## config.mk

```make
export PLATFORM = sky130hd
export DESIGN_NAME = sorted_timer_queue_unit
export DESIGN_NICKNAME = d
export VERILOG_FILES = /design/src/sv/stq_pkg.sv /design/src/sv/stq_cell.sv /design/src/sv/stq_chain.sv /design/src/sv/sorted_timer_queue_unit.sv
export SDC_FILE = /design/constraint.sdc
export NUM_CORES = 2
export LEC_CHECK = 0
export ABC_CLOCK_PERIOD_IN_PS = 9640
export BUFFER_PORTS_ARGS = -buffer_cell sky130_fd_sc_hd__buf_4
export CORE_MARGIN = 2
export CORE_UTILIZATION = 64
export DETAILED_ROUTE_END_ITERATION = 8
export PLACE_DENSITY = 0.81
export RECOVER_POWER = 50
export SLEW_MARGIN = 20
export SYNTH_ARGS = -nofsm -noshare
export SYNTH_HDL_FRONTEND = slang
export SYNTH_SLANG_ARGS = --single-unit
```

## constraint.sdc

```tcl
create_clock -name clk -period 9.64 [get_ports clk]
set_clock_uncertainty 0.05 [all_clocks]
set_input_delay 1.446 -clock clk [delete_from_list [all_inputs] [get_ports clk]]
set_output_delay 1.446 -clock clk [all_outputs]
set_load 0.01 [all_outputs]
```

## src/sv/stq_pkg.sv

```systemverilog
package stq_pkg;

  // Defaults for the top-level parameters.
  localparam int DEF_QUEUE_DEPTH = 16;
  localparam int DEF_TIME_BITS   = 48;

  // Fixed field widths of the stream payloads.
  localparam int TIME_FIELD_BITS = 48;
  localparam int IVL_BITS        = 32;
  localparam int ID_BITS         = 16;
  localparam int IN_DATA_BITS    = TIME_FIELD_BITS + IVL_BITS + ID_BITS;

  // Register port geometry; the register index is paddr[2].
  localparam int  APB_ADDR_BITS = 3;
  localparam int  APB_DATA_BITS = 32;
  localparam logic REG_REFRESH  = 1'b0;

  typedef enum logic [1:0] {
    OP_TICK   = 2'd0,
    OP_START  = 2'd1,
    OP_CANCEL = 2'd2
  } opcode_t;

  typedef enum logic [1:0] {
    ST_EXPIRED   = 2'd0,
    ST_CANCELLED = 2'd1,
    ST_NOT_FOUND = 2'd2,
    ST_FULL      = 2'd3
  } status_t;

  // Operation broadcast to every cell of the chain.
  typedef enum logic [1:0] {
    CMD_HOLD,
    CMD_INSERT,
    CMD_POP,
    CMD_REMOVE
  } cell_cmd_t;

  typedef enum logic [1:0] {
    S_IDLE,
    S_EXPIRE,
    S_ACTION
  } state_t;

  // Status that the chain reports to the controller.
  typedef struct packed {
    logic head_due;
    logic second_due;
    logic full;
    logic found;
  } chain_stat_t;

endpackage

```

## src/sv/stq_cell.sv

```systemverilog
module stq_cell
  import stq_pkg::*;
#(
  parameter int TIME_BITS = DEF_TIME_BITS
) (
  input  logic                 clk,
  input  logic                 rst,
  input  cell_cmd_t            cmd,
  input  logic [TIME_BITS-1:0] new_dl,
  input  logic [ID_BITS-1:0]   new_id,
  input  logic                 prev_valid,
  input  logic [TIME_BITS-1:0] prev_dl,
  input  logic [ID_BITS-1:0]   prev_id,
  input  logic                 prev_keep,
  input  logic                 prev_seen,
  input  logic                 next_valid,
  input  logic [TIME_BITS-1:0] next_dl,
  input  logic [ID_BITS-1:0]   next_id,
  output logic                 valid,
  output logic [TIME_BITS-1:0] dl,
  output logic [ID_BITS-1:0]   id,
  output logic                 keep,
  output logic                 seen
);

  logic                 valid_next;
  logic [TIME_BITS-1:0] dl_next;
  logic [ID_BITS-1:0]   id_next;

  // The entry stays put on insertion when the new deadline is not earlier,
  // so equal deadlines keep their order. The seen flag is set from the first match on.
  assign keep = valid && !(new_dl < dl);
  assign seen = prev_seen || (valid && (id == new_id));

  // Choose between keeping, taking the new entry and shifting a neighbour.
  always_comb begin
    valid_next = valid;
    dl_next    = dl;
    id_next    = id;
    unique case (cmd)
      CMD_HOLD: begin
      end
      CMD_INSERT: begin
        if (keep) begin
        end else if (prev_keep) begin
          valid_next = 1'b1;
          dl_next    = new_dl;
          id_next    = new_id;
        end else begin
          valid_next = prev_valid;
          dl_next    = prev_dl;
          id_next    = prev_id;
        end
      end
      CMD_POP: begin
        valid_next = next_valid;
        dl_next    = next_dl;
        id_next    = next_id;
      end
      CMD_REMOVE: begin
        if (seen) begin
          valid_next = next_valid;
          dl_next    = next_dl;
          id_next    = next_id;
        end
      end
      default: begin
      end
    endcase
  end

  // Occupancy flag, cleared by reset.
  always_ff @(posedge clk) begin
    if (rst) begin
      valid <= 1'b0;
    end else begin
      valid <= valid_next;
    end
  end

  // Entry payload.
  always_ff @(posedge clk) begin
    dl <= dl_next;
    id <= id_next;
  end

endmodule

```

## src/sv/stq_chain.sv

```systemverilog
module stq_chain
  import stq_pkg::*;
#(
  parameter int QUEUE_DEPTH = DEF_QUEUE_DEPTH,
  parameter int TIME_BITS   = DEF_TIME_BITS
) (
  input  logic                 clk,
  input  logic                 rst,
  input  cell_cmd_t            cmd,
  input  logic [TIME_BITS-1:0] new_dl,
  input  logic [ID_BITS-1:0]   new_id,
  input  logic [TIME_BITS-1:0] now,
  output logic [ID_BITS-1:0]   head_id,
  output chain_stat_t          stat
);

  logic                 valid_w [QUEUE_DEPTH];
  logic [TIME_BITS-1:0] dl_w    [QUEUE_DEPTH];
  logic [ID_BITS-1:0]   id_w    [QUEUE_DEPTH];
  logic                 keep_w  [QUEUE_DEPTH];
  logic                 seen_w  [QUEUE_DEPTH];

  // Row of cells, entry 0 holding the earliest deadline.
  for (genvar i = 0; i < QUEUE_DEPTH; i++) begin : g_cell
    logic                 p_valid;
    logic [TIME_BITS-1:0] p_dl;
    logic [ID_BITS-1:0]   p_id;
    logic                 p_keep;
    logic                 p_seen;
    logic                 n_valid;
    logic [TIME_BITS-1:0] n_dl;
    logic [ID_BITS-1:0]   n_id;

    if (i == 0) begin : g_first
      assign p_valid = 1'b0;
      assign p_dl    = '0;
      assign p_id    = '0;
      assign p_keep  = 1'b1;
      assign p_seen  = 1'b0;
    end else begin : g_inner_prev
      assign p_valid = valid_w[i-1];
      assign p_dl    = dl_w[i-1];
      assign p_id    = id_w[i-1];
      assign p_keep  = keep_w[i-1];
      assign p_seen  = seen_w[i-1];
    end

    if (i == QUEUE_DEPTH - 1) begin : g_last
      assign n_valid = 1'b0;
      assign n_dl    = '0;
      assign n_id    = '0;
    end else begin : g_inner_next
      assign n_valid = valid_w[i+1];
      assign n_dl    = dl_w[i+1];
      assign n_id    = id_w[i+1];
    end

    stq_cell #(
      .TIME_BITS(TIME_BITS)
    ) u_cell (
      .clk       (clk),
      .rst       (rst),
      .cmd       (cmd),
      .new_dl    (new_dl),
      .new_id    (new_id),
      .prev_valid(p_valid),
      .prev_dl   (p_dl),
      .prev_id   (p_id),
      .prev_keep (p_keep),
      .prev_seen (p_seen),
      .next_valid(n_valid),
      .next_dl   (n_dl),
      .next_id   (n_id),
      .valid     (valid_w[i]),
      .dl        (dl_w[i]),
      .id        (id_w[i]),
      .keep      (keep_w[i]),
      .seen      (seen_w[i])
    );
  end

  // The two front entries are checked against the stored time.
  assign head_id         = id_w[0];
  assign stat.head_due   = valid_w[0] && (dl_w[0] < now);
  assign stat.second_due = valid_w[1] && (dl_w[1] < now);
  assign stat.full       = valid_w[QUEUE_DEPTH-1];
  assign stat.found      = seen_w[QUEUE_DEPTH-1];

endmodule

```

## src/sv/sorted_timer_queue_unit.sv

```systemverilog
// Sorted timer queue. Requests arrive on the s_* stream: s_tuser carries the
// opcode (tick, start, cancel) and s_tdata the time, interval and timer id.
// Results leave on the m_* stream, one per transaction: m_tdata is the timer
// id, m_tuser the status and m_tlast marks the final result of a request.
// The single register (refresh on request) is written over the APB port.
// Pending timers sit in a row of cells sorted by deadline; an insertion or
// removal acts on the whole row at once, and the front cell is
// compared with the stored time.
// A start or cancel without refresh goes from idle straight to the action
// step. A tick expires due timers one per cycle from the front cell while
// the output is free; a start or cancel with refresh expires them first. One
// request is worked on at a time and s_tready is high only between requests.
// Results are held in an output register: while m_tready is low the held
// result stays unchanged and no new result is loaded. Reset empties the queue,
// zeroes the stored time and clears the register; the block is ready as soon
// as reset is released.
module sorted_timer_queue_unit
  import stq_pkg::*;
#(
  parameter int QUEUE_DEPTH = DEF_QUEUE_DEPTH,
  parameter int TIME_BITS   = DEF_TIME_BITS
) (
  input  logic                     clk,
  input  logic                     rst,
  input  logic                     s_tvalid,
  output logic                     s_tready,
  // [47:0] current_time, [79:48] interval_us, [95:80] timer identifier
  input  logic [IN_DATA_BITS-1:0]  s_tdata,
  // [1:0] opcode
  input  logic [1:0]               s_tuser,
  output logic                     m_tvalid,
  input  logic                     m_tready,
  // [15:0] result_id
  output logic [ID_BITS-1:0]       m_tdata,
  // [1:0] status
  output logic [1:0]               m_tuser,
  output logic                     m_tlast,
  input  logic                     psel,
  input  logic                     penable,
  input  logic                     pwrite,
  input  logic [APB_ADDR_BITS-1:0] paddr,
  input  logic [APB_DATA_BITS-1:0] pwdata,
  output logic [APB_DATA_BITS-1:0] prdata,
  output logic                     pready
);

  state_t               state;
  state_t               state_next;
  logic                 refresh_en;
  logic [1:0]           op_q;
  logic [ID_BITS-1:0]   id_q;
  logic [TIME_BITS-1:0] dl_q;
  logic [TIME_BITS-1:0] now;

  logic [TIME_BITS-1:0] in_time;
  logic [IVL_BITS-1:0]  in_ivl;
  logic [ID_BITS-1:0]   in_id;
  logic                 in_fire;
  logic                 in_refresh;
  logic [TIME_BITS-1:0] dl_base;
  logic [TIME_BITS:0]   dl_sum;
  logic [TIME_BITS-1:0] dl_calc;

  cell_cmd_t            cmd;
  chain_stat_t          stat;
  logic [ID_BITS-1:0]   head_id;
  logic                 out_free;
  logic                 load_out;
  status_t              out_status;
  logic [ID_BITS-1:0]   out_id;
  logic                 out_last;

  // Register port: one register, written on the access phase.
  assign pready = 1'b1;
  assign prdata = (paddr[2] == REG_REFRESH) ?
                  {{(APB_DATA_BITS-1){1'b0}}, refresh_en} : '0;

  always_ff @(posedge clk) begin
    if (rst) begin
      refresh_en <= 1'b0;
    end else if (psel && penable && pwrite && pready && (paddr[2] == REG_REFRESH)) begin
      refresh_en <= pwdata[0];
    end
  end

  // Request fields.
  assign in_time = s_tdata[TIME_BITS-1:0];
  assign in_ivl  = s_tdata[TIME_FIELD_BITS +: IVL_BITS];
  assign in_id   = s_tdata[TIME_FIELD_BITS+IVL_BITS +: ID_BITS];
  assign in_fire = s_tvalid && s_tready;

  // A tick, or a start or cancel with refresh, loads the request's time.
  assign in_refresh = (s_tuser == OP_TICK) ||
                      (refresh_en && ((s_tuser == OP_START) || (s_tuser == OP_CANCEL)));

  // Deadline of a started timer, saturated to the time width.
  assign dl_base = in_refresh ? in_time : now;
  assign dl_sum  = (TIME_BITS+1)'(dl_base) + (TIME_BITS+1)'(in_ivl);
  assign dl_calc = dl_sum[TIME_BITS] ? {TIME_BITS{1'b1}} : dl_sum[TIME_BITS-1:0];

  // Request capture and stored time.
  always_ff @(posedge clk) begin
    if (rst) begin
      now <= '0;
    end else if (in_fire && in_refresh) begin
      now <= in_time;
    end
  end

  always_ff @(posedge clk) begin
    if (in_fire) begin
      op_q <= s_tuser;
      id_q <= in_id;
      dl_q <= dl_calc;
    end
  end

  assign out_free = !m_tvalid || m_tready;

  // Next state.
  always_comb begin
    state_next = state;
    unique case (state)
      S_IDLE: begin
        if (s_tvalid) begin
          if (s_tuser == OP_TICK) begin
            state_next = S_EXPIRE;
          end else if ((s_tuser == OP_START) || (s_tuser == OP_CANCEL)) begin
            state_next = refresh_en ? S_EXPIRE : S_ACTION;
          end
        end
      end
      S_EXPIRE: begin
        if (!stat.head_due) begin
          state_next = (op_q == OP_TICK) ? S_IDLE : S_ACTION;
        end
      end
      S_ACTION: begin
        if ((op_q == OP_START) && !stat.full) begin
          state_next = S_IDLE;
        end else if (out_free) begin
          state_next = S_IDLE;
        end
      end
      default: state_next = S_IDLE;
    endcase
  end

  // Outputs of the state machine: chain command and result to send.
  always_comb begin
    s_tready   = 1'b0;
    cmd        = CMD_HOLD;
    load_out   = 1'b0;
    out_status = ST_EXPIRED;
    out_id     = head_id;
    out_last   = 1'b0;
    unique case (state)
      S_IDLE: begin
        // No request is taken while reset is held.
        s_tready = !rst;
      end
      S_EXPIRE: begin
        // One due timer leaves the front per cycle while the output is free;
        // a cancel always follows with its own result; a start cannot be full after a pop.
        if (stat.head_due && out_free) begin
          cmd      = CMD_POP;
          load_out = 1'b1;
          out_last = !stat.second_due && (op_q != OP_CANCEL);
        end
      end
      S_ACTION: begin
        out_id = id_q;
        if (op_q == OP_START) begin
          if (!stat.full) begin
            cmd = CMD_INSERT;
          end else if (out_free) begin
            load_out   = 1'b1;
            out_status = ST_FULL;
            out_last   = 1'b1;
          end
        end else if (out_free) begin
          load_out   = 1'b1;
          out_last   = 1'b1;
          out_status = stat.found ? ST_CANCELLED : ST_NOT_FOUND;
          cmd        = stat.found ? CMD_REMOVE : CMD_HOLD;
        end
      end
      default: begin
      end
    endcase
  end

  always_ff @(posedge clk) begin
    if (rst) begin
      state <= S_IDLE;
    end else begin
      state <= state_next;
    end
  end

  // Output register.
  always_ff @(posedge clk) begin
    if (rst) begin
      m_tvalid <= 1'b0;
    end else if (load_out) begin
      m_tvalid <= 1'b1;
    end else if (m_tready) begin
      m_tvalid <= 1'b0;
    end
  end

  always_ff @(posedge clk) begin
    if (load_out) begin
      m_tdata <= out_id;
      m_tuser <= out_status;
      m_tlast <= out_last;
    end
  end

  // Sorted row of pending timers.
  stq_chain #(
    .QUEUE_DEPTH(QUEUE_DEPTH),
    .TIME_BITS  (TIME_BITS)
  ) u_chain (
    .clk    (clk),
    .rst    (rst),
    .cmd    (cmd),
    .new_dl (dl_q),
    .new_id (id_q),
    .now    (now),
    .head_id(head_id),
    .stat   (stat)
  );

endmodule

```

# After elaboration in Yosys (flattened, before gate mapping)
# Cells that the tools add are included.
[word_totals] out_inout_bits=54 register_bits=1177 wordCells=464 input_bits=140
[op_classes] muxes=222 order_cmp=18 n_reduce_logical=103 eq_ne=61 n_bitwise=1 addsub=1
[ops] op="two-way mux 48 bit" n=48
[ops] op="case mux 48 bit (3 select lines)" n=16
[ops] op="< comparator 48 bit" n=18
[ops] op="two-way mux 16 bit" n=48
[ops] op="case mux 16 bit (3 select lines)" n=16
[ops] op="equality test 16 bit" n=16
[ops] op="inequality test 2 bit, second input constant" n=35
[ops] op="two-way mux 1 bit" n=57
[ops] op="adder 48 x 32 -> 49 bit" n=1
[ops] op="case mux 1 bit (3 select lines)" n=16
[ops] op="AND reduction 3 bit" n=16
[ops] op="logical AND 1 bit" n=43
[ops] op="two-way mux 2 bit" n=17
[ops] op="logical NOT 1 bit" n=20
[ops] op="logical OR 1 bit" n=18
[ops] op="equality test 2 x 1 -> 1 bit, second input constant" n=4
[ops] op="equality test 2 bit, second input constant" n=4
[ops] op="logical NOT 2 bit" n=3
[ops] op="inequality test 3 bit, second input constant" n=2
[ops] op="case mux 2 bit (3 select lines)" n=1
[ops] op="case mux 1 bit (2 select lines)" n=2
[ops] op="case mux 2 bit (2 select lines)" n=1
[ops] op="AND reduction 4 bit" n=1
[ops] op="nonzero test 3 bit" n=1
[ops] op="other kinds (2)" n=2

# Logic depth before layout (Yosys ltp)
[logic_depth] depth_word=24 depth_mapped=24 depth_no_buf=18

# By module
# A second synthesis with hierarchy kept.
[hier_totals] hier_cells=8867 area_unflattened_um2=85166.7
[by_module_without_submodules] mod="stq_cell" cells_each=478 seq_area_each_um2=1941.9 area_per_inst_um2=4669.5 n_inst=16
[by_module_without_submodules] mod="sorted_timer_queue_unit" cells_each=937 seq_area_each_um2=3593.4 area_per_inst_um2=8245.4 n_inst=1
[by_module_without_submodules] mod="stq_chain" cells_each=282 seq_area_each_um2=0.0 area_per_inst_um2=2209.6 n_inst=1

# Worst setup path after synthesis
# No wires, ideal clock.
[synth_path] path_kind="register to register" start="reg id_q[11]" end="reg u_chain.g_cell[1].u_cell.dl[0] (enable)" t_required_ns=9.016 path_buffers=2 t_arrival_ns=7.225 setup_ns=0.574 synth_period_minus_slack_ns=7.850 slack_ns=1.790 path_stages_with_launch=13 path_cell_list="edfxtp_1 > buf_4 > xor2_1 > nor4_1 > nand4b_1 > or4b_4 > o311ai_4 > nor4_4 > nor2_1 > nor2_1 > buf_2 > mux2_2 > o21ai_0"
[synth_between] elab_chain_cells=24 word_cells_on_any_way=58 classes_between="eq/ne (21); mux (4); reduce/logical (33)"
[synth_lines] element="from (decl)" line_no="sorted_timer_queue_unit.sv:51" text="logic [ID_BITS-1:0] id_q;"
[synth_lines] element="from (signal assigned)" line_no="sorted_timer_queue_unit.sv:113" text="id_q <= in_id;"
[synth_lines] element="equality test 16 bit" line_no="stq_cell.sv:33" text="assign seen = prev_seen || (valid && (id == new_id));"
[synth_lines] element="logical AND 1 bit" line_no="stq_cell.sv:33"
[synth_lines] element="logical OR 1 bit (15 in a row)" line_no="stq_cell.sv:33"
[synth_lines] element="two-way mux 2 bit" line_no="sorted_timer_queue_unit.sv:185" text="cmd = stat.found ? CMD_REMOVE : CMD_HOLD;"
[synth_lines] element="two-way mux 2 bit" line_no="sorted_timer_queue_unit.sv:181" text="end else if (out_free) begin"
[synth_lines] element="two-way mux 2 bit" line_no="sorted_timer_queue_unit.sv:173" text="if (op_q == OP_START) begin"
[synth_lines] element="case mux 2 bit (2 select lines)" line_no="sorted_timer_queue_unit.sv:157" text="unique case (state)"
[synth_lines] element="equality test 2 x 1 -> 1 bit / equality test 2 bit (equally long branches)" line_no="stq_cell.sv:40" text="unique case (cmd)"
[synth_lines] element="inequality test 2 bit (no source line) / nonzero test 3 bit (equally long branches)"
[synth_lines] element="AND reduction 3 bit (no source line) (*)"
[synth_lines] element="to (signal assigned)" line_no="stq_cell.sv:83" text="dl <= dl_next;"
[synth_lines] element="to (decl)" line_no="stq_cell.sv:20" text="output logic [TIME_BITS-1:0] dl,"
# Mark *: on every way between the ends. The rest lies on a longest branch, timed or not.
# A chain may end at the register's enable or synchronous reset.

# Worst setup path after layout
[layout_path] start="reg id_q[1]" end="reg u_chain.g_cell[2].u_cell.dl[13] (enable)"
[layout_between] elab_chain_cells=24 word_cells_on_any_way=58 classes_between="eq/ne (21); mux (4); reduce/logical (33)"
[layout_lines] element="equality test 16 bit" line_no="stq_cell.sv:33"
[layout_lines] element="logical AND 1 bit" line_no="stq_cell.sv:33"
[layout_lines] element="logical OR 1 bit (15 in a row)" line_no="stq_cell.sv:33"
[layout_lines] element="two-way mux 2 bit" line_no="sorted_timer_queue_unit.sv:185"
[layout_lines] element="two-way mux 2 bit" line_no="sorted_timer_queue_unit.sv:181"
[layout_lines] element="two-way mux 2 bit" line_no="sorted_timer_queue_unit.sv:173"
[layout_lines] element="case mux 2 bit (2 select lines)" line_no="sorted_timer_queue_unit.sv:157"
[layout_lines] element="equality test 2 x 1 -> 1 bit / equality test 2 bit (equally long branches)" line_no="stq_cell.sv:40"
[layout_lines] element="inequality test 2 bit (no source line) / nonzero test 3 bit (equally long branches)"
[layout_lines] element="AND reduction 3 bit (no source line) (*)"
[layout_lines] element="to (signal assigned)" line_no="stq_cell.sv:83"
[layout_lines] element="to (decl)" line_no="stq_cell.sv:20"
# Marked as above.

==> out/results.ini <==
[cts]
cts_tree=done
cts_root_buf=clkbuf_16
post_cts_buffers=0
htreeDepth=4
numClockSinks=1177
clock_latency_ns=0.79
post_cts_resized=0
numCtsBuffers=136
clk_pin_slew_ns=0.06
ctsHoldBuffers=0
cts_buffer_depth=3

[power_and_ir_drop]
p_seq_share_pct=46.8
sw_frac_of_total_pct=25.2
ir_drop_v=0.000169
power_density_mw_per_mm2=138
leakagePower_nw=36.6
p_int_mw=9.24
switchingPower_mw=3.11
finalPower_mw=12.4
power.clock.fraction_pct=41.9
power_frac_comb_pct=11.2

[die]
start_util_pct=64.4
num_rows=132
die_x_um=365
die_h_um=365
die_area_sq_mm=0.133
coreArea_sq_mm=0.129
pin_count=194

[detailed_routing]
wirelength_um=213000
drt_iter0_drc=7344
first_pass_iters=7
viasPerCell=6.24
dr_total_vias=65800
routedWlPerCell_um=20.2
final_antenna_net_count=0
drcViolationCount=0

[setup_path]
arrival_ns=8.27
worstSetupPathType=flip-flop to flip-flop
slowest_stage=and2_0
path_max_fanout=48
path_cells=clkbuf_1 -> xor2_1 -> nor4b_1 -> or4bb_1 -> o22a_1 -> o311ai_0 -> nor4_4 -> clkbuf_1 -> nor2_1 -> nor2_1 -> clkbuf_1 -> a21o_1 -> o21ai_0 -> and2_0 -> buf_4
cp-end-kind=flip-flop
crit_path_max_incr_delay_ns=1.14
crit_required_ns=9.99
cp_common_cell=clkbuf_1
cp-start-kind=flip-flop

[timing]
worst_pin_slew_ns=3.45
rsz0062_at_grt=no
setup_ws_ns=1.72
final-setup-viol-count=0
fmax_ghz=0.126
timing.final.crit_share_pct=82.2
final_hold_viol_count=0
maxSlewHeadroom_pct=-130
slew_violations=1110
fin_setup_tns_ns=0
period_minus_slack_ns=7.92

[placed_design]
globalplace.congestion=1.01
dpl_worst_slack_ns=3.22
placed_cell_area_sq_mm=0.0854
dp_hpwl_um=153000
portBuffers=128

[global_route]
busiest_layer=met2
grt_pass1_vias=63600
gr-usage-all-layers_pct=31.2
grt_pass1_wl_um=336000
grt_overflow=0
met2_usage_pct=49.1
grt_max_degree=317
met3_usage_pct=5.29
antenna_found_initial=2
use_met1_pct=43.3

[final_layout]
drive_gt1_share_pct=5.50
layout_commonest_cell=nand2_1
nets=9674
area_growth_pct=7.62
final_cell_area_sq_mm=0.0896
layout_common_cells=nand2_1 (1156), edfxtp_1 (1109), o21ai_0 (893)

[logic_synthesis]
yosysSeqAreaShare_pct=41.6
syn-cell-area_sq_mm=0.0832
yosysWarnings=0
synth-async-reset-ratio_pct=0
synth.avg_cell_area_sq_um=9.46
yosysUniqueCellTypes=88
syn_inst=8795
synth_edf_count=1109
yosys_most_used_dff=edfxtp_1
ys_ff_latch=1177

[job]
maxCapViolations=18

[min_path]
worstHoldPathType=flip-flop to flip-flop

[run_status]
violations=max-capacitance violations, max-slew violations
status=finished, violations left

Yosys cell counts, types with 79 or more instances:
cell,instances,area share (%)
nand2_1,1158,5.2
edfxtp_1,1109,40
o21ai_0,884,5.3
ha_1,836,13
mux2i_1,809,9.7
inv_1,791,3.6
a21oi_1,689,4.1
nor2_1,527,2.4
clkbuf_1,275,1.2
xnor2_1,173,1.8
nand4_1,172,1.3
buf_2,169,1.0
a21o_1,156,1.4
xor2_1,127,1.3
nand3_1,79,0.48
power by group through the flow:
stage | sequential, mW | combinational, mW | clock, mW
after global placement | 5.88 | 1.27 | 0
after floorplan | 5.93 | 0.898 | 0
after global routing | 5.79 | 1.53 | 5.41
after detailed placement | 5.89 | 1.35 | 0
after CTS | 5.78 | 1.37 | 5.22
final | 5.79 | 1.39 | 5.18
critical path: cells and delay by family (launching register included):
| kind | cells | cell delay (ns) |
|---|---|---|
| AOI/OAI and AO/OA | 4 | 0.93 |
| xor gates and xnor gates | 1 | 0.19 |
| and+or+nand+nor | 6 | 2.81 |
| buffers and inverters | 4 | 2.60 |
| DFF | 1 | 0.86 |
final timing paths:
| check | start | end | slack, ns | cells past startpoint |
|---|---|---|---|---|
| worst min register to register | now[30]$_SDFFE_PP0P_ | now[30]$_SDFFE_PP0P_ | 0.40 | 2 |
| worst max-delay path | id_q[1]$_DFFE_PP_ | u_chain.g_cell[2].u_cell.dl[13]$_DFFE_PP_ | 1.72 | 15 |
| worst max register to register | id_q[1]$_DFFE_PP_ | u_chain.g_cell[2].u_cell.dl[13]$_DFFE_PP_ | 1.72 | 15 |
| worst min-delay path | now[30]$_SDFFE_PP0P_ | now[30]$_SDFFE_PP0P_ | 0.40 | 2 |
through the flow:
step / hold slack [ns] / cells / utilization, %
floorplan: 0.386 / 8825 / -
global placement: 0.392 / 10300 / 66.0
detailed placement: 0.398 / 10300 / 66.0
CTS: 0.406 / 10500 / 69.4
global route: 0.420 / 10500 / 69.3
finish: 0.402 / 10500 / 69.3
routing by layer:
layer  wire length [um]  part of all wire [%]
met5                  0                     0
met1              91600                    43
met4               7120                   3.3
met3              18200                   8.6
met2              95700                    45
state kept, by name, summed over array words and instances, names as in the netlist:
name                         flops
m_tvalid                         1
m_tlast                          1
u_chain.g_cell.u_cell.id       256
id_q                            16
u_chain.g_cell.u_cell.valid     16
m_tdata                         16
dl_q                            48
op_q                             2
refresh_en                       1
m_tuser                          2
now                             48
state                            2
u_chain.g_cell.u_cell.dl       768
kinds of logic after synthesis:
| kind of cell | Yosys count | share of synthesized area [%] |
|---|---|---|
| other | 2 | 0.00902 |
| flip-flops | 1177 | 41.6 |
| AND/OR/NAND/NOR | 2265 | 12.0 |
| buffers and inverters | 1322 | 6.55 |
| XOR/XNOR | 300 | 3.16 |
| AO/OA/AOI/OAI | 2065 | 14.0 |
| multiplexers | 827 | 9.99 |
| adder cells (fa/ha/maj) | 837 | 12.6 |
cell type report:
class	count	area (sq um)
Antenna cell	2	5.00
Clock buffer	186	3880
Clock inverter	59	510
Fill cell	9398	39700
Inverter	791	2970
Multi-Input combinational cell	6326	43400
Sequential cell	1177	34700
Tap cell	1742	2180
Timing Repair Buffer	265	1910
No activity file was read; power rests on OpenSTA's default activity.
